$ cat src/hdl/i2cmts_pkg.sv
package i2cmts_pkg;

  // Default sizes handed to the top level.
  localparam int LenWidthDefault   = 16;
  localparam int QueueDepthDefault = 2;

  // Fixed field widths.
  localparam int LenFieldW  = 16;
  localparam int RetriesW   = 4;
  localparam logic [RetriesW-1:0] RetriesReset = 4'd3;

  // Input operation codes.
  typedef enum logic [1:0] {
    OpBeginWrite = 2'd0,
    OpBeginRead  = 2'd1,
    OpDone       = 2'd2,
    OpTimeout    = 2'd3
  } op_e;

  // Event classes after decode.
  typedef enum logic [1:0] {
    EvBegin   = 2'd0,
    EvDone    = 2'd1,
    EvTimeout = 2'd2
  } ev_kind_e;

  // Transaction status codes.
  typedef enum logic [1:0] {
    StOk      = 2'd0,
    StBusy    = 2'd1,
    StIo      = 2'd2,
    StTimeout = 2'd3
  } status_e;

  // Classified input word passed from the front to the back.
  typedef struct packed {
    ev_kind_e               kind;
    logic                   is_read;
    logic [6:0]             addr;
    logic [LenFieldW-1:0]   len;
    logic                   busy;
    logic [7:0]             tx;
    logic                   al;
    logic                   ack;
    logic                   addr_fail;
    logic [7:0]             rx;
  } ev_t;

  // Result word.
  typedef struct packed {
    logic       kind;
    logic       cmd_start;
    logic       cmd_stop;
    logic       cmd_write;
    logic       cmd_read;
    logic       cmd_nack;
    logic [7:0] tx_data;
    logic       rx_valid;
    logic [7:0] rx_data;
    status_e    status;
  } res_t;

endpackage

$ cat src/hdl/i2cmts_fifo.sv
module i2cmts_fifo #(
  parameter int W     = 8,
  parameter int DEPTH = 2
) (
  input  logic         clk_i,
  input  logic         rst_ni,
  input  logic         push_i,
  input  logic [W-1:0] wdata_i,
  output logic         full_o,
  input  logic         pop_i,
  output logic [W-1:0] rdata_o,
  output logic         valid_o
);

  localparam int PtrW = $clog2(DEPTH);
  localparam int CntW = $clog2(DEPTH + 1);

  logic [W-1:0]    mem_q [DEPTH];
  logic [PtrW-1:0] wptr_q, wptr_d, rptr_q, rptr_d;
  logic [CntW-1:0] cnt_q, cnt_d;
  logic            do_push, do_pop;

  assign full_o  = (cnt_q == CntW'(DEPTH));
  assign valid_o = (cnt_q != '0);
  assign do_push = push_i && !full_o;
  assign do_pop  = pop_i && valid_o;
  assign rdata_o = mem_q[rptr_q];

  // Pointer and fill count update.
  always_comb begin
    wptr_d = wptr_q;
    rptr_d = rptr_q;
    cnt_d  = cnt_q;
    if (do_push) begin
      wptr_d = (wptr_q == PtrW'(DEPTH - 1)) ? '0 : wptr_q + 1'b1;
    end
    if (do_pop) begin
      rptr_d = (rptr_q == PtrW'(DEPTH - 1)) ? '0 : rptr_q + 1'b1;
    end
    if (do_push && !do_pop) begin
      cnt_d = cnt_q + 1'b1;
    end else if (do_pop && !do_push) begin
      cnt_d = cnt_q - 1'b1;
    end
  end

  always_ff @(posedge clk_i or negedge rst_ni) begin
    if (!rst_ni) begin
      wptr_q <= '0;
      rptr_q <= '0;
      cnt_q  <= '0;
    end else begin
      wptr_q <= wptr_d;
      rptr_q <= rptr_d;
      cnt_q  <= cnt_d;
    end
  end

  // Storage needs no reset.
  always_ff @(posedge clk_i) begin
    if (do_push) begin
      mem_q[wptr_q] <= wdata_i;
    end
  end

endmodule

$ cat src/hdl/i2cmts_front.sv
module i2cmts_front import i2cmts_pkg::*; (
  input  logic [1:0]           op_i,
  input  logic [6:0]           dev_addr_i,
  input  logic [LenFieldW-1:0] length_i,
  input  logic                 bus_busy_i,
  input  logic [7:0]           tx_byte_i,
  input  logic                 arb_lost_i,
  input  logic                 rx_ack_i,
  input  logic [7:0]           rx_byte_i,
  output ev_t                  ev_o
);

  // Sort the operation into begin, byte done or timeout.
  always_comb begin
    ev_o = '0;
    case (op_e'(op_i))
      OpBeginWrite: ev_o.kind = EvBegin;
      OpBeginRead:  ev_o.kind = EvBegin;
      OpDone:       ev_o.kind = EvDone;
      OpTimeout:    ev_o.kind = EvTimeout;
      default:      ev_o.kind = EvDone;
    endcase
    ev_o.is_read = (op_e'(op_i) == OpBeginRead);
    ev_o.addr    = dev_addr_i;
    ev_o.len     = length_i;
    ev_o.busy    = bus_busy_i;
    ev_o.tx      = tx_byte_i;
    ev_o.al      = arb_lost_i;
    ev_o.ack     = rx_ack_i;
    ev_o.rx      = rx_byte_i;
    // An address phase fails on lost arbitration, a NACK or a timeout.
    ev_o.addr_fail = arb_lost_i || !rx_ack_i || (op_e'(op_i) == OpTimeout);
  end

endmodule

$ cat src/hdl/i2cmts_back.sv
module i2cmts_back import i2cmts_pkg::*; #(
  parameter int LEN_WIDTH = LenWidthDefault
) (
  input  logic                clk_i,
  input  logic                rst_ni,
  input  logic                cfg_we_i,
  input  logic [RetriesW-1:0] cfg_wdata_i,
  input  logic                ev_valid_i,
  input  ev_t                 ev_i,
  output logic                ev_pop_o,
  input  logic                res_full_i,
  output logic                res_push_o,
  output res_t                res_o
);

  typedef enum logic [3:0] {
    PhIdle = 4'b0001,
    PhAddr = 4'b0010,
    PhData = 4'b0100,
    PhStop = 4'b1000
  } phase_e;

  phase_e               phase_q, phase_d;
  logic                 is_read_q, is_read_d;
  logic [6:0]           addr_q, addr_d;
  logic [LEN_WIDTH-1:0] bytes_q, bytes_d;
  logic [RetriesW-1:0]  tries_q, tries_d;
  status_e              saved_q, saved_d;
  logic [RetriesW-1:0]  max_retries_q;

  logic [LEN_WIDTH-1:0] len_cut;
  logic [LEN_WIDTH-1:0] bytes_dec;
  logic                 go;
  logic                 has_res;
  logic                 last;
  logic                 want_ack;
  status_e              addr_err;

  // Fit the length field to the byte counter.
  if (LEN_WIDTH > LenFieldW) begin : g_len_wide
    assign len_cut = {{(LEN_WIDTH - LenFieldW){1'b0}}, ev_i.len};
  end else if (LEN_WIDTH == LenFieldW) begin : g_len_same
    assign len_cut = ev_i.len;
  end else begin : g_len_narrow
    assign len_cut = ev_i.len[LEN_WIDTH-1:0];
  end

  // One word is handled per cycle while the result queue has room.
  assign go         = ev_valid_i && !res_full_i;
  assign ev_pop_o   = go;
  assign res_push_o = go && has_res;

  assign bytes_dec = bytes_q - 1'b1;
  assign last      = (bytes_q == '0) || (bytes_q == LEN_WIDTH'(1));
  assign want_ack  = is_read_q ? !last : 1'b1;
  assign addr_err  = (ev_i.kind == EvTimeout) ? StTimeout : StIo;

  // Sequencer step.
  always_comb begin
    phase_d   = phase_q;
    is_read_d = is_read_q;
    addr_d    = addr_q;
    bytes_d   = bytes_q;
    tries_d   = tries_q;
    saved_d   = saved_q;
    has_res   = 1'b0;
    res_o     = '0;
    if (go) begin
      case (ev_i.kind)
        EvBegin: begin
          if (phase_q == PhIdle) begin
            has_res = 1'b1;
            if (ev_i.busy) begin
              res_o.kind   = 1'b1;
              res_o.status = StBusy;
            end else begin
              is_read_d       = ev_i.is_read;
              addr_d          = ev_i.addr;
              bytes_d         = len_cut;
              tries_d         = '0;
              saved_d         = StOk;
              phase_d         = PhAddr;
              res_o.cmd_start = 1'b1;
              res_o.cmd_write = 1'b1;
              res_o.tx_data   = {ev_i.addr, ev_i.is_read};
            end
          end
        end
        EvDone, EvTimeout: begin
          case (phase_q)
            PhAddr: begin
              has_res = 1'b1;
              if (ev_i.addr_fail) begin
                if (tries_q < max_retries_q) begin
                  // Retry the START and address byte.
                  tries_d         = tries_q + 1'b1;
                  res_o.cmd_start = 1'b1;
                  res_o.cmd_write = 1'b1;
                  res_o.tx_data   = {addr_q, is_read_q};
                end else begin
                  saved_d        = addr_err;
                  phase_d        = PhStop;
                  res_o.cmd_stop = 1'b1;
                end
              end else if (bytes_q == '0) begin
                // Nothing to move: close the bus with a STOP.
                saved_d        = StOk;
                phase_d        = PhStop;
                res_o.cmd_stop = 1'b1;
              end else begin
                phase_d        = PhData;
                res_o.cmd_stop = (bytes_q == LEN_WIDTH'(1));
                if (is_read_q) begin
                  res_o.cmd_read = 1'b1;
                  res_o.cmd_nack = (bytes_q == LEN_WIDTH'(1));
                end else begin
                  res_o.cmd_write = 1'b1;
                  res_o.tx_data   = ev_i.tx;
                end
              end
            end
            PhData: begin
              has_res = 1'b1;
              if (ev_i.kind == EvTimeout) begin
                saved_d        = StTimeout;
                phase_d        = PhStop;
                res_o.cmd_stop = 1'b1;
              end else if (ev_i.al || (ev_i.ack != want_ack)) begin
                saved_d        = StIo;
                phase_d        = PhStop;
                res_o.cmd_stop = 1'b1;
              end else begin
                bytes_d = bytes_dec;
                if (last) begin
                  // STOP already went out with the last byte.
                  phase_d      = PhIdle;
                  res_o.kind   = 1'b1;
                  res_o.status = StOk;
                end else begin
                  res_o.cmd_stop = (bytes_dec == LEN_WIDTH'(1));
                  if (is_read_q) begin
                    res_o.cmd_read = 1'b1;
                    res_o.cmd_nack = (bytes_dec == LEN_WIDTH'(1));
                  end else begin
                    res_o.cmd_write = 1'b1;
                    res_o.tx_data   = ev_i.tx;
                  end
                end
                if (is_read_q) begin
                  res_o.rx_valid = 1'b1;
                  res_o.rx_data  = ev_i.rx;
                end
              end
            end
            PhStop: begin
              // The STOP has finished; report what was saved.
              has_res      = 1'b1;
              phase_d      = PhIdle;
              res_o.kind   = 1'b1;
              res_o.status = saved_q;
            end
            default: begin
              has_res = 1'b0;
            end
          endcase
        end
        default: begin
          has_res = 1'b0;
        end
      endcase
    end
  end

  always_ff @(posedge clk_i or negedge rst_ni) begin
    if (!rst_ni) begin
      phase_q       <= PhIdle;
      is_read_q     <= 1'b0;
      addr_q        <= '0;
      bytes_q       <= '0;
      tries_q       <= '0;
      saved_q       <= StOk;
      max_retries_q <= RetriesReset;
    end else begin
      phase_q   <= phase_d;
      is_read_q <= is_read_d;
      addr_q    <= addr_d;
      bytes_q   <= bytes_d;
      tries_q   <= tries_d;
      saved_q   <= saved_d;
      if (cfg_we_i) begin
        max_retries_q <= cfg_wdata_i;
      end
    end
  end

endmodule

$ cat src/hdl/i2c_master_transfer_sequencer_unit.sv
// I2C master transfer sequencer.
// Input words arrive through a queue interface: a word is taken at a rising
// edge with push high and full low. A begin word (write or read) starts a
// transaction; done and timeout words report what the byte engine did.
// Each taken word gives at most one result word, read from the result side
// while empty is low and taken at an edge with pop high and empty low. A
// result is either a command for the byte engine or a finished word with
// its status.
// A word is decoded into a two-entry event queue; the sequencer handles one
// event per cycle while the result queue has room and writes into a two-entry
// result queue. A result is registered in both queues before it shows on the
// ports; one word per cycle is taken as long as results are drained at that rate.
// When pop stays low the result queue fills, the sequencer holds its
// event, the event queue fills in turn and full rises; nothing is dropped.
// Reset empties both queues, returns the sequencer to idle and sets the
// retry limit to three. The user must write the retry limit through cfg_we_i
// and cfg_wdata_i while no transaction is in progress; it is not enforced.
module i2c_master_transfer_sequencer_unit import i2cmts_pkg::*; #(
  parameter int LEN_WIDTH   = LenWidthDefault,
  parameter int QUEUE_DEPTH = QueueDepthDefault
) (
  input  logic                 clk_i,
  input  logic                 rst_ni,
  input  logic                 cfg_we_i,
  input  logic [RetriesW-1:0]  cfg_wdata_i,
  input  logic                 push,
  output logic                 full,
  input  logic [1:0]           op_i,
  input  logic [6:0]           dev_addr_i,
  input  logic [LenFieldW-1:0] length_i,
  input  logic                 bus_busy_i,
  input  logic [7:0]           tx_byte_i,
  input  logic                 arb_lost_i,
  input  logic                 rx_ack_i,
  input  logic [7:0]           rx_byte_i,
  output logic                 empty,
  input  logic                 pop,
  output logic                 kind_o,
  output logic                 cmd_start_o,
  output logic                 cmd_stop_o,
  output logic                 cmd_write_o,
  output logic                 cmd_read_o,
  output logic                 cmd_nack_o,
  output logic [7:0]           tx_data_o,
  output logic                 rx_valid_o,
  output logic [7:0]           rx_data_o,
  output logic [1:0]           status_o
);

  ev_t  ev_in, ev_head;
  logic ev_valid, ev_pop;
  res_t res_in, res_head;
  logic res_push, res_full, res_valid;

  // Decode of incoming words.
  i2cmts_front u_front (
    .op_i       (op_i),
    .dev_addr_i (dev_addr_i),
    .length_i   (length_i),
    .bus_busy_i (bus_busy_i),
    .tx_byte_i  (tx_byte_i),
    .arb_lost_i (arb_lost_i),
    .rx_ack_i   (rx_ack_i),
    .rx_byte_i  (rx_byte_i),
    .ev_o       (ev_in)
  );

  // Queue between decode and sequencer.
  i2cmts_fifo #(
    .W     ($bits(ev_t)),
    .DEPTH (QUEUE_DEPTH)
  ) u_ev_queue (
    .clk_i   (clk_i),
    .rst_ni  (rst_ni),
    .push_i  (push),
    .wdata_i (ev_in),
    .full_o  (full),
    .pop_i   (ev_pop),
    .rdata_o (ev_head),
    .valid_o (ev_valid)
  );

  // Transaction sequencer.
  i2cmts_back #(
    .LEN_WIDTH (LEN_WIDTH)
  ) u_back (
    .clk_i       (clk_i),
    .rst_ni      (rst_ni),
    .cfg_we_i    (cfg_we_i),
    .cfg_wdata_i (cfg_wdata_i),
    .ev_valid_i  (ev_valid),
    .ev_i        (ev_head),
    .ev_pop_o    (ev_pop),
    .res_full_i  (res_full),
    .res_push_o  (res_push),
    .res_o       (res_in)
  );

  // Result queue toward the receiver.
  i2cmts_fifo #(
    .W     ($bits(res_t)),
    .DEPTH (QUEUE_DEPTH)
  ) u_res_queue (
    .clk_i   (clk_i),
    .rst_ni  (rst_ni),
    .push_i  (res_push),
    .wdata_i (res_in),
    .full_o  (res_full),
    .pop_i   (pop),
    .rdata_o (res_head),
    .valid_o (res_valid)
  );

  // Result ports.
  assign empty       = !res_valid;
  assign kind_o      = res_head.kind;
  assign cmd_start_o = res_head.cmd_start;
  assign cmd_stop_o  = res_head.cmd_stop;
  assign cmd_write_o = res_head.cmd_write;
  assign cmd_read_o  = res_head.cmd_read;
  assign cmd_nack_o  = res_head.cmd_nack;
  assign tx_data_o   = res_head.tx_data;
  assign rx_valid_o  = res_head.rx_valid;
  assign rx_data_o   = res_head.rx_data;
  assign status_o    = res_head.status;

  // The sequencer never writes a result into a full queue.
  assert property (@(posedge clk_i) disable iff (!rst_ni) res_push |-> !res_full)
    else $error("result written into a full queue");

  // An event is consumed only when one is waiting.
  assert property (@(posedge clk_i) disable iff (!rst_ni) ev_pop |-> ev_valid)
    else $error("event consumed from an empty queue");

  // A finished word carries no engine command bits.
  assert property (@(posedge clk_i) disable iff (!rst_ni)
    (!empty && kind_o) |->
      !(cmd_start_o || cmd_stop_o || cmd_write_o || cmd_read_o || cmd_nack_o))
    else $error("finished word carries command bits");

  // A command word carries ok status and write data only with a write.
  assert property (@(posedge clk_i) disable iff (!rst_ni)
    (!empty && !kind_o) |-> (status_o == StOk) && (cmd_write_o || tx_data_o == 8'h00))
    else $error("command word has stray status or data");

endmodule

$ cat config.mk
export PLATFORM = sky130hd
export DESIGN_NAME = i2c_master_transfer_sequencer_unit
export DESIGN_NICKNAME = d
export VERILOG_FILES = /design/src/hdl/i2cmts_pkg.sv /design/src/hdl/i2cmts_fifo.sv /design/src/hdl/i2cmts_front.sv /design/src/hdl/i2cmts_back.sv /design/src/hdl/i2c_master_transfer_sequencer_unit.sv
export SDC_FILE = /design/constraint.sdc
export NUM_CORES = 1
export LEC_CHECK = 0
export BUFFER_PORTS_ARGS = -buffer_cell sky130_fd_sc_hd__buf_2
export CELL_PAD_IN_SITES_DETAIL_PLACEMENT = 2
export CELL_PAD_IN_SITES_GLOBAL_PLACEMENT = 2
export CORE_MARGIN = 2
export CORE_UTILIZATION = 35
export CTS_CLUSTER_SIZE = 16
export DETAILED_ROUTE_END_ITERATION = 6
export PLACE_DENSITY = 0.71
export SLEW_MARGIN = 20
export SYNTH_ARGS = -nofsm -noshare
export SYNTH_HDL_FRONTEND = slang
export SYNTH_HIERARCHICAL = 1
export SYNTH_SLANG_ARGS = --single-unit
$ cat constraint.sdc
create_clock -name clk_i -period 3.25 [get_ports clk_i]
set_input_delay 0.1625 -clock clk_i [delete_from_list [all_inputs] [get_ports clk_i]]
set_output_delay 0.1625 -clock clk_i [all_outputs]
set_load 0.02 [all_outputs]
==> metrics.md <==
| Metric | Value |
|---|---|
| Result of the run | `finished, final reports clean` |
| Worst setup skew after layout | `0.00911 ns` |
| Cell chosen for the clock root | `sky130_fd_sc_hd__clkbuf_16` |
| Source of the worst hold timing path | `pop` |
| Residual overflow from global routing | `0` |
| Shortest clock period the worst path allows after layout | `3.07 ns` |
| DRC violations left | `0` |
| TritonCTS clock tree | `yes` |
| Post-synth top flop | `sky130_fd_sc_hd__edfxtp_1` |
| Post-Syn Area per Cell | `about 14 um^2` |
| Worst-case setup slack after placement | `0.229 ns` |
| Number of global-route vias before repair | `6,705` |
| Warning count from the yosys run | `6` |
| Floorplan die height | `roughly 170 um` |
| Area of all placed cells without fillers | `10,800 um^2` |
| Net count after synthesis | `730` |
| Ant diodes | `0` |
| Number of port buffers | `79` |
| Crit path max-delay cell type | `sky130_fd_sc_hd__a211oi_4` |
| Die width | `166 um` |
| Setup repair bufs after CTS | `0` |
| Worst voltage drop across the vdd grid | `418 uV` |
| Kind of cell adding the most delay to the critical path | `compound AO/OA/AOI/OAI gates` |
| Cell depth of the worst hold path | `3` |
| Estimated wirelength of the detail-placed design | `17.2 mm` |
| Upper clock frequency limit | `0.326 GHz` |
| Part of the cycle the worst path needs | `0.944` |
| Static leakage | `about 4.2 nW` |
| Endpoint kind of the worst setup timing path | `flip-flop` |
| R2r endpoint | `u_res_queue/mem_q[0][13]` |
| Clock transition at the register clock pins on the worst setup and hold paths after CTS | `0.08 ns` |
| Max-slew violations | `0` |
| Starting utilization of the core area | `0.354` |
| Layout-stage area growth over the synthesis result | `18.2%` |
| Detail Route Antenna Nets | `0` |
| Number of buffers inserted during clock tree synthesis | `17` |
| Buffer depth of the longest clock path | `2` |
| Worst hold slack | `0.0147 ns` |
| Hold worst-path end | `u_res_queue/rptr_q` |
| Count of state elements after synthesis | `between 150 and 200` |
| Critical Path AT | `3.31 ns` |
| Critical-path maximum fanout | `16` |
| Register area share after synthesis | `0.590` |
| Kind of critical path | `flip-flop to flip-flop` |
| First-pass GRT wire length | `40.0 mm` |
| Clock latency on the worst-skew pair | `around 0.44 ns` |
| Worst setup margin | `0.183 ns` |
| Area share of the leading cell type in the synthesized netlist | `0.465` |
| Worst r2r path cells | `8` |
| Post-Route WL | `25.4 mm` |
| Final estimated routing congestion in global placement | `between 0.8 and 0.9` |
| Post-synthesis cell type count | `80` |
| Post-synth EDFFs | `142` |
| Mapped cell area | `9180 um^2` |
| Floorplan row count | `59` |
| Placed Instance Area | `9730 um^2` |
| Sum Neg Setup Slack | `0 ns` |
| Crit path required time | `around 3.5 ns` |
| WL per Instance | `22.6 um` |
| Sort of element at the start of the critical path | `flip-flop` |
| Drt via density | `5.30` |
| Number of antenna violations at the first check in global routing | `0` |
| Reg2reg setup slack | `between 0.15 and 0.2 ns` |
| Flip-flop and latch area | `approximately 5400 um^2` |
| Global-route usage over all layers | `0.189` |
| DRT Pass-1 Iters | `5` |
| MaxCap Viol Count | `0` |
| Final setup viols | `0` |
| Number of placed I/O pins | `80` |
| Hold Violations, Final | `0` |
| Post-synthesis cell type with the largest combined area | `sky130_fd_sc_hd__edfxtp_1` |
| Reg-to-Reg Start | `u_ev_queue/rptr_q` |
| Unrepaired setup endpoints after global routing | `no` |
| # fillers | `2,580` |
| Core utilization of the finished layout | `0.419` |
| Clock Sink Count | `between 150 and 200` |
| Post-synthesis async set-or-reset flop share | `0.245` |
| Area of combinational cells with multiple inputs | `3180 um^2` |
| Worst hold-check path type | `input pin to flip-flop` |
| Max-Slew Margin vs Limit | `0.520` |
| Core area | `roughly 26,000 um^2` |
| Power per cell area | `920 nW/um^2` |
| Final #Nets | `between 800 and 900` |
| Pin count of the biggest net entering global routing | `47` |
| Transition at the pin with the smallest max-transition slack | `0.720 ns` |
| Via count | `5,950` |
| Fraction of layout cells with a size suffix above 1 | `0.324` |
| Largest stage delay, worst path | `0.62 ns` |
| H-Tree Depth | `4` |
| Leading cell types by total area after synthesis | `sky130_fd_sc_hd__edfxtp_1 (46%), sky130_fd_sc_hd__dfrtp_1 (12%), sky130_fd_sc_hd__mux2_4 (8.0%)` |
| Cell type with the highest occurrence count on the critical path | `sky130_fd_sc_hd__nor2_1` |
| Count of mapped cells out of synthesis | `664` |
| Number of buffer and inverter instances along the worst setup path | `1` |
| Number of DRC violations after detailed-routing iteration 0 | `approximately 270` |
| Critical path cell sequence | `buf_4 -> mux2_4 -> nor2_1 -> and2_1 -> o211ai_1 -> a211oi_4 -> a222oi_1 -> nor2_1` |
| Area enclosed by the die boundary | `27,500 um^2` |
## worst register-to-register path, stage by stage, from the launching register on
cell and delay [ns]:
sky130_fd_sc_hd__dfrtp_2 0.45, sky130_fd_sc_hd__buf_4 0.35, sky130_fd_sc_hd__mux2_4 0.34, sky130_fd_sc_hd__nor2_1 0.24, sky130_fd_sc_hd__and2_1 0.21, sky130_fd_sc_hd__o211ai_1 0.19
sky130_fd_sc_hd__a211oi_4 0.62, sky130_fd_sc_hd__a222oi_1 0.20, sky130_fd_sc_hd__nor2_1 0.28
## worst max path at each step
| stage | startpoint | end | slack [ns] | cells after the start |
|---|---|---|---|---|
| 5_1_grt | u_back/bytes_q[4] | u_res_queue/mem_q[0][19] | 0.04 | 6 |
| 2_1_floorplan | u_ev_queue/rptr_q | u_res_queue/mem_q[0][0] | 0.11 | 11 |
| 4_1_cts | u_ev_queue/rptr_q | u_res_queue/mem_q[0][13] | 0.03 | 8 |
| 3_5_place_dp | u_ev_queue/rptr_q | u_res_queue/mem_q[1][13] | 0.23 | 8 |
| 3_3_place_gp | u_back/bytes_q[2] | u_res_queue/mem_q[0][19] | 0.41 | 6 |
| 6_report | u_ev_queue/rptr_q | u_res_queue/mem_q[0][13] | 0.18 | 8 |
## report_power, final
part / internal [mW] / switching, mW / total (mW)
clock: 1.06 / 1.08 / 2.14
sequential: 3.27 / 0.468 / 3.74
combinational: 1.71 / 2.38 / 4.10
## cell families after synthesis
kind of cell	count (synthesis)	share of synthesized area
mux	86	0.125
xor+xnor	17	0.0162
compound gates	103	0.0823
flops	188	0.590
fa+ha+maj	13	0.0177
simple gates	167	0.103
buf+inv	90	0.0650
## routing by layer
| layer | vias up | wire length [um] | GRT usage |
|---|---|---|---|
| met5 | - | 0 | 0 |
| met3 | 35 | 547 | 0.0219 |
| met1 | 3121 | 11100 | 0.240 |
| li1 | 2693 | - | - |
| met2 | 101 | 13200 | 0.335 |
| met4 | 0 | 527 | 0.0616 |
## sequential cells by signal, summed over array words and instances (netlist names)
name,flops
u_res_queue/cnt_q,2
u_back/tries_q,4
u_ev_queue/mem_q,92
u_ev_queue/wptr_q,1
u_ev_queue/cnt_q,2
u_back/max_retries_q,4
u_ev_queue/rptr_q,1
u_res_queue/wptr_q,1
u_back/phase_q,4
u_back/saved_q,2
u_back/is_read_q,1
u_back/addr_q,7
u_back/bytes_q,16
u_res_queue/rptr_q,1
u_res_queue/mem_q,50
## layout make-up
class	instances	area share
clock buffer	18	0.0405
multi-input combinational	386	0.293
timing repair buffer	161	0.104
inverter	21	0.00727
clock inverter	14	0.0163
tap	335	0.0386
sequential	188	0.500
## per-stage QoR
stage               total power, mW  instances
CTS                            10.0       1123
global route                   10.5       1123
global placement               7.56       1042
finish                         9.98       1123
detailed placement             7.78       1042
floorplan                      6.50        664
## synth_stat cells, types with 7 or more instances
cell	n
sky130_fd_sc_hd__edfxtp_1	142
sky130_fd_sc_hd__mux2_4	49
sky130_fd_sc_hd__buf_4	44
sky130_fd_sc_hd__dfrtp_1	43
sky130_fd_sc_hd__nor2_1	35
sky130_fd_sc_hd__mux2_2	33
sky130_fd_sc_hd__nand2_1	23
sky130_fd_sc_hd__o21ai_0	22
sky130_fd_sc_hd__a21oi_1	20
sky130_fd_sc_hd__inv_1	20
sky130_fd_sc_hd__clkbuf_1	13
sky130_fd_sc_hd__ha_1	13
sky130_fd_sc_hd__nand3_1	13
sky130_fd_sc_hd__nor3_1	13
sky130_fd_sc_hd__xnor2_1	12
sky130_fd_sc_hd__and2_1	9
sky130_fd_sc_hd__and3_1	9
sky130_fd_sc_hd__a222oi_1	8
sky130_fd_sc_hd__buf_6	8
sky130_fd_sc_hd__or3_1	8
sky130_fd_sc_hd__nor4_1	7
## what timing repair did
item,in CTS,in global routing
hold endpoints to repair,107,0
gates resized for setup,0,1
hold buffers,49,0
endpoints found under the setup margin,0,4
## placed cells by master, fill, tap and decap left out, types with 5 or more instances in the layout
cell                            count
sky130_fd_sc_hd__or3_1              8
sky130_fd_sc_hd__xor2_1             5
sky130_fd_sc_hd__inv_1             20
sky130_fd_sc_hd__buf_2             79
sky130_fd_sc_hd__ha_1              13
sky130_fd_sc_hd__clkinv_8           6
sky130_fd_sc_hd__nand3_1           13
sky130_fd_sc_hd__mux2_2            33
sky130_fd_sc_hd__nand2b_1           6
sky130_fd_sc_hd__nor3_1            13
sky130_fd_sc_hd__xnor2_1           12
sky130_fd_sc_hd__nand2_1           23
sky130_fd_sc_hd__dlygate4sd3_1     49
sky130_fd_sc_hd__mux2_4            49
sky130_fd_sc_hd__a21oi_1           20
sky130_fd_sc_hd__nor2_1            33
sky130_fd_sc_hd__nor4_1             7
sky130_fd_sc_hd__a211oi_1           6
sky130_fd_sc_hd__or2_2              5
sky130_fd_sc_hd__edfxtp_1         142
sky130_fd_sc_hd__o21ai_0           22
sky130_fd_sc_hd__clkbuf_16         17
sky130_fd_sc_hd__dfrtp_1           42
sky130_fd_sc_hd__and3_1             8
sky130_fd_sc_hd__and2_1             9
sky130_fd_sc_hd__a222oi_1           8
sky130_fd_sc_hd__buf_4             33
No activity file was read; power rests on OpenSTA's default activity.
